File: src/hw/rtl/nsfc_pkg.sv
// Shared types, constants and helper functions for the NMEA sentence framer/checker.
`default_nettype none
package nsfc_pkg;

  localparam int BUFFER_BYTES_DEF = 128;
  localparam int QDEPTH           = 2;   // power of two
  localparam int QW               = $clog2(QDEPTH);
  localparam int IN_DATA_W        = 16;
  localparam int OUT_DATA_W       = 16;
  localparam int LEN_W            = 7;
  localparam int IDX_W            = 7;
  localparam int TAG_W            = 40;
  localparam int SENT_HDR_LEN     = 6;

  localparam logic [TAG_W-1:0] TAG_RESET = 40'h4750474741;

  localparam logic [7:0] CH_DOLLAR = 8'h24;
  localparam logic [7:0] CH_STAR   = 8'h2A;
  localparam logic [7:0] CH_CR     = 8'h0D;
  localparam logic [7:0] CH_LF     = 8'h0A;

  typedef enum logic [1:0] {
    OP_BYTE = 2'd0,
    OP_ARM  = 2'd1,
    OP_READ = 2'd2,
    OP_NONE = 2'd3
  } op_e_t;

  typedef enum logic [1:0] {
    CMD_BYTE = 2'd0,
    CMD_ARM  = 2'd1,
    CMD_READ = 2'd2
  } cmd_kind_t;

  localparam logic KIND_REPORT = 1'b0;
  localparam logic KIND_READ   = 1'b1;

  typedef struct packed {
    cmd_kind_t        kind;
    logic [7:0]       rx_byte;
    logic [IDX_W-1:0] read_index;
    logic             is_dollar;
    logic             is_lf;
  } cmd_t;

  // Tag byte at sentence position 1..5, first tag byte in the top bits.
  function automatic logic [7:0] tag_byte(input logic [TAG_W-1:0] tag, input logic [2:0] pos);
    logic [7:0] b;
    case (pos)
      3'd1:    b = tag[39:32];
      3'd2:    b = tag[31:24];
      3'd3:    b = tag[23:16];
      3'd4:    b = tag[15:8];
      3'd5:    b = tag[7:0];
      default: b = 8'h00;
    endcase
    return b;
  endfunction

  // {valid, value} of an ASCII hex digit, either case.
  function automatic logic [4:0] hex_digit(input logic [7:0] c);
    logic [4:0] r;
    r = 5'd0;
    if (c >= 8'h30 && c <= 8'h39) r = {1'b1, 4'(c - 8'h30)};
    else if (c >= 8'h41 && c <= 8'h46) r = {1'b1, 4'(c - 8'h37)};
    else if (c >= 8'h61 && c <= 8'h66) r = {1'b1, 4'(c - 8'h57)};
    return r;
  endfunction

endpackage
`default_nettype wire

File: src/hw/rtl/nsfc_back.sv
// Back end: sentence state, checksum/tag tracking, sentence store and output register.
`default_nettype none
module nsfc_back #(
  parameter int BUFFER_BYTES = nsfc_pkg::BUFFER_BYTES_DEF
) (
  input  wire logic                          clk,
  input  wire logic                          rst_n,
  input  wire logic                          cfg_wen,
  input  wire logic [nsfc_pkg::TAG_W-1:0]      cfg_wdata,
  input  wire logic                          q_valid,
  input  wire nsfc_pkg::cmd_t                q_cmd,
  output logic                               q_pop,
  output logic                               out_tvalid,
  input  wire logic                          out_tready,
  output logic [nsfc_pkg::OUT_DATA_W-1:0]      out_tdata,
  output logic                               out_tuser
);
  import nsfc_pkg::*;

  localparam int AW = $clog2(BUFFER_BYTES);

  logic [TAG_W-1:0] tag_r;
  logic             armed_r, armed_nxt;
  logic             collecting_r, collecting_nxt;
  logic [AW-1:0]    fill_r, fill_nxt;
  logic [AW-1:0]    text_end_r, text_end_nxt;
  logic             zero_seen_r, zero_seen_nxt;
  logic [7:0]       xor_r, xor_nxt;
  logic             star_seen_r, star_seen_nxt;
  logic [7:0]       star_xor_r, star_xor_nxt;
  logic [AW-1:0]    star_pos_r, star_pos_nxt;
  logic             tag_match_r, tag_match_nxt;
  logic [7:0]       hi_r, hi_nxt;
  logic [7:0]       lo_r, lo_nxt;

  logic [7:0]       mem [BUFFER_BYTES];
  logic             mem_we;
  logic [AW-1:0]    mem_waddr;
  logic [7:0]       mem_wdata;
  logic [AW+IDX_W-1:0] ridx_w;
  logic [AW-1:0]    raddr;
  logic             rd_in_range;

  logic             out_valid_r;
  logic             out_kind_r;
  logic [LEN_W-1:0] out_len_r;
  logic [7:0]       out_byte_r;

  logic [AW-1:0]    len;
  logic             tag_ok;
  logic [4:0]       hex_hi, hex_lo;
  logic             sent_ok;
  logic             is_read, accept_lf, need_out, out_free;
  logic [AW+LEN_W-1:0] fill_w;
  logic [LEN_W-1:0] fill_len;
  logic [7:0]       b;

  assign b = q_cmd.rx_byte;

  // Checksum and tag verdict for the sentence collected so far.
  always_comb begin
    len    = zero_seen_r ? text_end_r : fill_r;
    tag_ok = tag_match_r && (len >= AW'(SENT_HDR_LEN) || zero_seen_r ||
                             tag_byte(tag_r, len[2:0]) == 8'h00);
    hex_hi = hex_digit(hi_r);
    hex_lo = hex_digit(lo_r);
    sent_ok = tag_ok && star_seen_r &&
              (({1'b0, star_pos_r} + (AW+1)'(2)) < {1'b0, len}) &&
              hex_hi[4] && hex_lo[4] && ({hex_hi[3:0], hex_lo[3:0]} == star_xor_r);
  end

  assign fill_w   = {{LEN_W{1'b0}}, fill_r};
  assign fill_len = fill_w[LEN_W-1:0];
  assign ridx_w   = {{AW{1'b0}}, q_cmd.read_index};
  assign raddr    = ridx_w[AW-1:0];
  assign rd_in_range = 32'(q_cmd.read_index) < BUFFER_BYTES;

  assign out_free  = !out_valid_r || out_tready;
  assign is_read   = q_cmd.kind == CMD_READ;
  assign accept_lf = q_cmd.kind == CMD_BYTE && armed_r && collecting_r && q_cmd.is_lf && sent_ok;
  assign need_out  = is_read || accept_lf;
  assign q_pop     = q_valid && (!need_out || out_free);

  always_comb begin
    armed_nxt      = armed_r;
    collecting_nxt = collecting_r;
    fill_nxt       = fill_r;
    text_end_nxt   = text_end_r;
    zero_seen_nxt  = zero_seen_r;
    xor_nxt        = xor_r;
    star_seen_nxt  = star_seen_r;
    star_xor_nxt   = star_xor_r;
    star_pos_nxt   = star_pos_r;
    tag_match_nxt  = tag_match_r;
    hi_nxt         = hi_r;
    lo_nxt         = lo_r;
    mem_we         = 1'b0;
    mem_waddr      = fill_r;
    mem_wdata      = b;
    if (q_pop) begin
      unique case (q_cmd.kind)
        CMD_ARM: begin
          armed_nxt = 1'b1;
        end
        CMD_READ: begin
          armed_nxt = armed_r;
        end
        CMD_BYTE: begin
          if (armed_r) begin
            if (!collecting_r) begin
              if (q_cmd.is_dollar) begin
                collecting_nxt = 1'b1;
                text_end_nxt   = '0;
                zero_seen_nxt  = 1'b0;
                xor_nxt        = 8'h00;
                star_seen_nxt  = 1'b0;
                star_xor_nxt   = 8'h00;
                star_pos_nxt   = '0;
                tag_match_nxt  = 1'b1;
                mem_we         = 1'b1;
                mem_waddr      = '0;
                mem_wdata      = CH_DOLLAR;
                fill_nxt       = AW'(1);
              end
            end else if (q_cmd.is_lf) begin
              collecting_nxt = 1'b0;
              fill_nxt       = '0;
              if (sent_ok) armed_nxt = 1'b0;
            end else if (fill_r < AW'(BUFFER_BYTES - 1)) begin
              mem_we   = 1'b1;
              fill_nxt = fill_r + 1'b1;
              if (star_seen_r && fill_r == star_pos_r + AW'(1)) hi_nxt = b;
              if (star_seen_r && fill_r == star_pos_r + AW'(2)) lo_nxt = b;
              if (!zero_seen_r) begin
                if (fill_r != '0 && fill_r < AW'(SENT_HDR_LEN) &&
                    b != tag_byte(tag_r, fill_r[2:0])) begin
                  tag_match_nxt = 1'b0;
                end
                if (b == 8'h00) begin
                  zero_seen_nxt = 1'b1;
                  text_end_nxt  = fill_r;
                end else begin
                  if (b == CH_STAR) begin
                    star_seen_nxt = 1'b1;
                    star_pos_nxt  = fill_r;
                    star_xor_nxt  = xor_r;
                  end
                  xor_nxt = xor_r ^ b;
                end
              end
            end else begin
              collecting_nxt = 1'b0;
              fill_nxt       = '0;
            end
          end
        end
        default: begin
          armed_nxt = armed_r;
        end
      endcase
    end
  end

  always_ff @(posedge clk) begin
    if (!rst_n) begin
      tag_r        <= TAG_RESET;
      armed_r      <= 1'b0;
      collecting_r <= 1'b0;
      fill_r       <= '0;
      text_end_r   <= '0;
      zero_seen_r  <= 1'b0;
      xor_r        <= 8'h00;
      star_seen_r  <= 1'b0;
      star_xor_r   <= 8'h00;
      star_pos_r   <= '0;
      tag_match_r  <= 1'b0;
      out_valid_r  <= 1'b0;
    end else begin
      if (cfg_wen) tag_r <= cfg_wdata;
      armed_r      <= armed_nxt;
      collecting_r <= collecting_nxt;
      fill_r       <= fill_nxt;
      text_end_r   <= text_end_nxt;
      zero_seen_r  <= zero_seen_nxt;
      xor_r        <= xor_nxt;
      star_seen_r  <= star_seen_nxt;
      star_xor_r   <= star_xor_nxt;
      star_pos_r   <= star_pos_nxt;
      tag_match_r  <= tag_match_nxt;
      if (out_free) out_valid_r <= q_pop && need_out;
    end
  end

  always_ff @(posedge clk) begin
    hi_r <= hi_nxt;
    lo_r <= lo_nxt;
  end

  // Sentence store: one write port, one registered read into the output register.
  always_ff @(posedge clk) begin
    if (mem_we) mem[mem_waddr] <= mem_wdata;
  end

  always_ff @(posedge clk) begin
    if (out_free && q_pop && need_out) begin
      out_kind_r <= is_read ? KIND_READ : KIND_REPORT;
      out_len_r  <= is_read ? '0 : fill_len;
      out_byte_r <= (is_read && rd_in_range) ? mem[raddr] : 8'h00;
    end
  end

  assign out_tvalid = out_valid_r;
  assign out_tuser  = out_kind_r;
  assign out_tdata  = {1'b0, out_byte_r, out_len_r};

endmodule
`default_nettype wire

File: config.mk
export PLATFORM = sky130hd
export DESIGN_NAME = nsfc_back
export DESIGN_NICKNAME = d
export VERILOG_FILES = /design/src/hw/rtl/nsfc_pkg.sv /design/src/hw/rtl/nsfc_back.sv
export SDC_FILE = /design/constraint.sdc
export NUM_CORES = 1
export LEC_CHECK = 0
export ABC_CLOCK_PERIOD_IN_PS = 11500
export BUFFER_PORTS_ARGS = -buffer_cell sky130_fd_sc_hd__buf_2
export CORE_ASPECT_RATIO = 0.6
export CORE_MARGIN = 2
export CORE_UTILIZATION = 28
export CTS_BUF_LIST = sky130_fd_sc_hd__clkbuf_16
export DETAILED_ROUTE_END_ITERATION = 10
export GPL_TIMING_DRIVEN = 0
export PLACE_DENSITY = 0.53
export SLEW_MARGIN = 20
export SYNTH_ARGS = -nofsm -noshare
export SYNTH_HDL_FRONTEND = slang
export SYNTH_SLANG_ARGS = --single-unit
File: constraint.sdc
create_clock -name clk -period 11.5 [get_ports clk]
set_input_delay 2.3 -clock clk [delete_from_list [all_inputs] [get_ports clk]]
set_output_delay 2.3 -clock clk [all_outputs]
set_load 0.005 [all_outputs]
Yosys cells after proc, flatten, opt, wreduce, memory -nomap -nowiden

Memories as Yosys holds them, arrays and structs flattened. A register that Yosys moved wholly into a read port is not among the register bits.
Cells that the tools add are included.

Register bits: 107
Bits in writable memories: 1024
Input port bits: 64
Output and inout port bits: 19
Word-level logic and storage cells: 204
Memories: 1

Memories:

| name | words | bits a word | read ports | clocked after Yosys merged registers in | write ports | RTL line        | source |
|---|---|---|---|---|---|---|---|
| mem  | 128   | 8           | 1          | 1                                       | 1           | nsfc_back.sv:36 | `logic [7:0] mem [BUFFER_BYTES];` |

$add $sub $neg: 10
$lt $le $gt $ge: 16
Equal/unequal tests: 24
Mux-type cells: 87
Bitwise logic cells: 2
Reductions and logical operators: 48

Operators with widths:

| operator                                                       | number |
|---|---|
| 2-to-1 mux 8 bit                                               | 24 |
| 2-to-1 mux 7 bit                                               | 22 |
| one-hot mux 8 bit (5 select lines)                             | 2 |
| >= comparator 8 x 7 -> 1 bit, second input constant            | 4 |
| less-or-equal comparator 8 x 7 -> 1 bit, second input constant | 4 |
| 2-to-1 mux 1 bit                                               | 32 |
| 2-to-1 mux 5 bit                                               | 6 |
| logical AND 1 bit                                              | 24 |
| AND reduction 8 bit                                            | 3 |
| >= comparator 8 x 6 -> 1 bit, second input constant            | 2 |
| less-or-equal comparator 8 x 6 -> 1 bit, second input constant | 2 |
| zero test 8 bit                                                | 2 |
| subtractor 4 x 3 -> 4 bit, second input constant               | 4 |
| adder 7 x 1 -> 7 bit, second input constant                    | 2 |
| equality test 7 bit                                            | 2 |
| AND reduction 7 bit                                            | 2 |
| equality test 3 x 2 -> 1 bit, second input constant            | 4 |
| equality test 3 bit, second input constant                     | 4 |
| AND reduction 9 bit                                            | 1 |
| adder 7 x 2 -> 8 bit, second input constant                    | 1 |
| equality test 8 x 6 -> 1 bit, second input constant            | 1 |
| equality test 8 bit                                            | 1 |
| less-than comparator 8 x 7 -> 1 bit                            | 1 |
| != test 2 x 1 -> 1 bit, second input constant                  | 4 |
| 22 further kinds                                               | 33 |

Longest topological paths before layout

Depth after elaboration: 24
Gate-level depth with buffers: 15
Depth with buffers taken out: 11

Least setup slack after synthesis

Ideal clock, no wire load.

Path type: input-to-reg
Start point: input port q_cmd[0] (netlist bit)
End point: memory mem[0][3], data pin
Setup time: 0.533 ns
Arrival time: 6.013 ns
Data required time: 10.967 ns
Slack: 4.953 ns
Cell stages on the path: 10
Path buffers: 2
Cells stage by stage: nand2_1 nor3_1 o21ai_0 or4_1 or4_4 or4_1 buf_2 nand3_2 buf_6 and2_1

Word-level cells in the longest chain between the ends: 7

Ends and longest elaborated chain:

| element                        | RTL line         | source |
|---|---|---|
| start, declared                | nsfc_back.sv:11  | `input wire nsfc_pkg::cmd_t q_cmd,` |
| logical AND 1 bit (2 in a row) | nsfc_back.sv:80  | `assign accept_lf = q_cmd.kind == CMD_BYTE && armed_r && collecting_r && q_cmd.is_lf && sent_ok;` |
| logical OR 1 bit               | nsfc_back.sv:81  | `assign need_out = is_read \|\| accept_lf;` |
| zero test 1 bit                | nsfc_back.sv:82  | `assign q_pop = q_valid && (!need_out \|\| out_free);` |
| logical OR 1 bit               | nsfc_back.sv:82  |  |
| logical AND 1 bit              | nsfc_back.sv:82  |  |
| 2-to-1 mux 8 bit               | nsfc_back.sv:100 | `if (q_pop) begin` |
| via mem_wdata[3]               | nsfc_back.sv:39  | `logic [7:0] mem_wdata;` |
| end, declared                  | nsfc_back.sv:36  |  |

The timed path passes the listed nets, and every way through them passes these cells.

Final worst setup path

Start point: register fill_r[5], in the netlist fill_len[5]
End point: output port q_pop

Word-level cells in the longest chain between the ends: 15
Elaborated cells on any way between the ends: 16
Those cells by class: 2 x order compare; 1 x mux; 13 x reduce/logical

Ends and longest elaborated chain:

| element                            | RTL line         | source |
|---|---|---|
| start, declared                    | nsfc_back.sv:25  | `logic [AW-1:0] fill_r, fill_nxt;` |
| start signal, assigned             | nsfc_back.sv:182 | `fill_r <= fill_nxt;` |
| 2-to-1 mux 7 bit (*)               | nsfc_back.sv:62  | `len = zero_seen_r ? text_end_r : fill_r;` |
| >= comparator 7 x 3 -> 1 bit       | nsfc_back.sv:63  | `tag_ok = tag_match_r && (len >= AW'(SENT_HDR_LEN) \|\| zero_seen_r \|\|` |
| logical OR 1 bit (2 in a row)      | nsfc_back.sv:63  |  |
| logical AND 1 bit                  | nsfc_back.sv:63  |  |
| logical AND 1 bit                  | nsfc_back.sv:67  | `sent_ok = tag_ok && star_seen_r &&` |
| logical AND 1 bit (*)              | nsfc_back.sv:67  |  |
| logical AND 1 bit (*)              | nsfc_back.sv:68  | `(({1'b0, star_pos_r} + (AW+1)'(2)) < {1'b0, len}) &&` |
| logical AND 1 bit (*) (2 in a row) | nsfc_back.sv:69  | `hex_hi[4] && hex_lo[4] && ({hex_hi[3:0], hex_lo[3:0]} == star_xor_r);` |
| logical AND 1 bit (*)              | nsfc_back.sv:80  |  |
| logical OR 1 bit (*)               | nsfc_back.sv:81  |  |
| zero test 1 bit (*)                | nsfc_back.sv:82  |  |
| logical OR 1 bit (*)               | nsfc_back.sv:82  |  |
| logical AND 1 bit (*)              | nsfc_back.sv:82  |  |
| end, declared                      | nsfc_back.sv:12  | `output logic q_pop,` |

Every way passes the cells marked *; elsewhere a longest branch is shown, timed or not.

==> results.md <==
* Status: finished clean
* Post-route core utilization at 0.326
* Syn Inst Count at 2,287
* NumNets Final at 2,573
* CTS resizes at 0
* Post-CTS Setup Repair Bufs at 0
* Slowest-stage cell, CP: clkbuf_1
* DRT iter0 DRCs at 3,519
* Crit path buf inv count at 3
* Post-DRT Antenna Nets at 0
* Pin count of the biggest net entering global routing at 75
* Clock Latency Late Sink at 720 ps
* Worst r2r dst: mem[45][6]
* # clock sinks at 1,139
* Unique masters post-synth at 69
* Vias at 23,900
* WL final at 130,000 um
* R2R Path Start: fill_len[5]
* Die Y at 316 um
* Pleak at 16.1 nW
* PD cells at 164 nW/um^2
* IO buf count at 74
* Avg WL per Cell at 27.5 um
* Critical Path End Type: primary output
* Global-route wire length before repair at 180,000 um
* Clock buffer depth at 3
* CTS tree: built
* Critical path class: register to primary output
* Syn avg cell area at 19.9 um^2
* R2r setup slk at 5410 ps
* Top_reg_cell synth: edfxtp_1
* Unrepaired setup endpoints after global routing: false
* Fin cells at 4,719
* Post-layout power at 8.62 mW
* Worst EP arrival at 5420 ps
* Post-synth EDFFs at 1,056
* Crit path from: fill_len[5]
* Vias/cell at 5.06
* Worst-path cell chain: clkbuf_1, clkbuf_1, mux2i_1, ha_1, or4_1, o221a_2, or4_1, or4_4, nor4_1, o21bai_1, o21a_1, buf_2
* Worst R2R Path Depth at 15
* Synth Cell Area at 45,500 um^2
* Kind of cell adding the most delay to the critical path: simple AND/OR/NAND/NOR gates
* Period utilisation layout at 0.671
* Max FO, Critical Path at 10
* Max_cap viols at 0
* Max H-tree Level at 3
* Placed Cells at 4,533
* Slew margin rel. at 0.154
* Row cnt at 114
* Hold_buf cts at 0
* Synth async-reset ratio at 0
* Yosys reg bits at 1,139
* First-pass DRT Iterations at 6
* CP max stage delay at 780 ps
* Core box area at 161,000 um^2
* Worst hold start: star_xor_r[4]
* I/O pin total at 83
* Initial Util at 0.282
* Sequential-to-total area share from yosys stat at 0.734
* Synth warnings at 0
* Worst Setup Start Kind: register
* Post-DP HPWL at 91,200 um
* Period minus WS final at 7720 ps
* Design Area, Final at 52,600 um^2
* GRT overflow at 0
* Req. time, crit path at 9200 ps
* Layout Skew at 45.9 ps
* Worst vdd ir at 0.115 mV
* Initial antenna violation count at 9
* Vias in the first global route at 22,900
* Share of layout cells above drive strength 1 at 0.255
* Global Route Usage Sum at 0.155
* CTS Root Cell: clkbuf_16
* Drt drc at 0
* Hold Crit Class: register to register
* Final Setup Violations at 0
* Post-DP Area at 49,100 um^2
* Placer Congestion at 0.844
* Chip width at 524 um
* Worst Hold Depth at 2
* Least-Margin Pin Slew at 1270 ps
* FMAX at 130 MHz
* Synth-to-layout area growth at 15.6%
* CTS Buf Count at 101
* Hold Fails Final Rpt at 0
* Hold endpoint: star_xor_r[4]
* Clk pin slew, worst setup/hold paths at 70 ps
* Setup_tns at 0 ps
* Pins over their slew limit at 0
* Die area at 166,000 um^2
[how the worst max path moves through the flow]
stage	endpoint	slack (ps)	cells past startpoint
6_report	q_pop	3780	12
2_1_floorplan	mem[0][3]	4950	10
4_1_cts	q_pop	3810	12
3_5_place_dp	q_pop	4330	10
3_3_place_gp	mem[56][6]	1590	11
5_1_grt	q_pop	3590	13
[metrics by stage]
stage	setup slack (ps)	hold WS [ps]
6_report	3780	467
5_1_grt	3590	493
2_1_floorplan	4950	440
4_1_cts	3810	470
3_3_place_gp	1590	455
3_5_place_dp	4330	461
[power by group]
part | internal, mW | switching, mW
Combinational | 0.173 | 0.282
Clock | 2.03 | 1.58
Sequential | 4.53 | 0.0120
[cell type report]
type                       count  area (um^2)
fill                       15300       109000
timing repair buffer          92          798
clock buffer                 101         2530
inverter                      18         67.6
clock inverter                84          936
tap                         2146         2690
sequential                  1139        33400
multi-input combinational   1004        11600
antenna                        1         2.50
buffer                       134          563
[sequential cells by signal, summed over array words and instances (netlist names), 7 cells and up]
name        cells
fill_len        7
hi_r            8
lo_r            8
mem          1024
out_byte_r      8
out_len_r       7
star_pos_r      7
star_xor_r      8
tag_r          40
text_end_r      7
xor_r           8
[cell usage in the layout, fill, tap and decap left out, types with 21 or more instances in the layout]
master / synthesis / routed
a21oi_1: 48 / 45
buf_1: 46 / 23
buf_2: 2 / 92
clkbuf_1: 83 / 72
clkbuf_16: 0 / 101
clkinv_1: 1 / 21
dfxtp_1: 83 / 83
edfxtp_1: 1056 / 1056
inv_1: 14 / 25
mux2i_1: 57 / 57
mux4_2: 336 / 336
nand2_1: 85 / 85
nand3_1: 44 / 44
nor2_1: 178 / 171
[tightest hold or removal path, cell delays in order (launching register included)]
cell and delay (ps):
dfxtp_1 320, nand2_1 50, a21oi_1 50
[cells in the mapped netlist, types with 8 or more instances]
| cell type | count | area share |
|---|---|---|
| a22o_1 | 8 | 0.0015 |
| nand3_1 | 44 | 0.0048 |
| a21oi_1 | 48 | 0.0053 |
| a22oi_1 | 19 | 0.0031 |
| dfxtp_1 | 83 | 0.037 |
| nand2b_1 | 14 | 0.0019 |
| ha_1 | 19 | 0.0052 |
| clkbuf_1 | 83 | 0.0069 |
| nor4_1 | 15 | 0.0021 |
| inv_1 | 14 | 0.0012 |
| nor3_1 | 18 | 0.0020 |
| nor2_1 | 178 | 0.015 |
| nand2_1 | 85 | 0.0070 |
| edfxtp_1 | 1056 | 0.70 |
| nor2b_1 | 8 | 0.0011 |
| buf_1 | 46 | 0.0038 |
| xnor2_1 | 16 | 0.0031 |
| mux4_2 | 336 | 0.17 |
| mux2i_1 | 57 | 0.013 |
| and2_1 | 12 | 0.0017 |
| o21ai_0 | 17 | 0.0019 |
| xor2_1 | 17 | 0.0033 |
[logic make-up after synthesis]
| kind of cell | count (synthesis) | synth area share |
|---|---|---|
| flip-flops | 1139 | 0.734 |
| XOR/XNOR | 33 | 0.00636 |
| AO/OA/AOI/OAI | 145 | 0.0216 |
| other | 1 | 0.0000825 |
| multiplexers | 394 | 0.179 |
| AND/OR/NAND/NOR | 404 | 0.0405 |
| adder cells (fa/ha/maj) | 19 | 0.00523 |
| buffers and inverters | 152 | 0.0129 |
[per-layer routing]
metal | GRT usage | vias to the layer above | part of all wire
met2 | 0.187 | 1207 | 0.37
li1 | - | 9802 | -
met5 | 0 | - | 0.00020
met4 | 0.0298 | 4 | 0.015
met1 | 0.251 | 12700 | 0.48
met3 | 0.0651 | 134 | 0.13
Power figures use the tool's default switching activity.
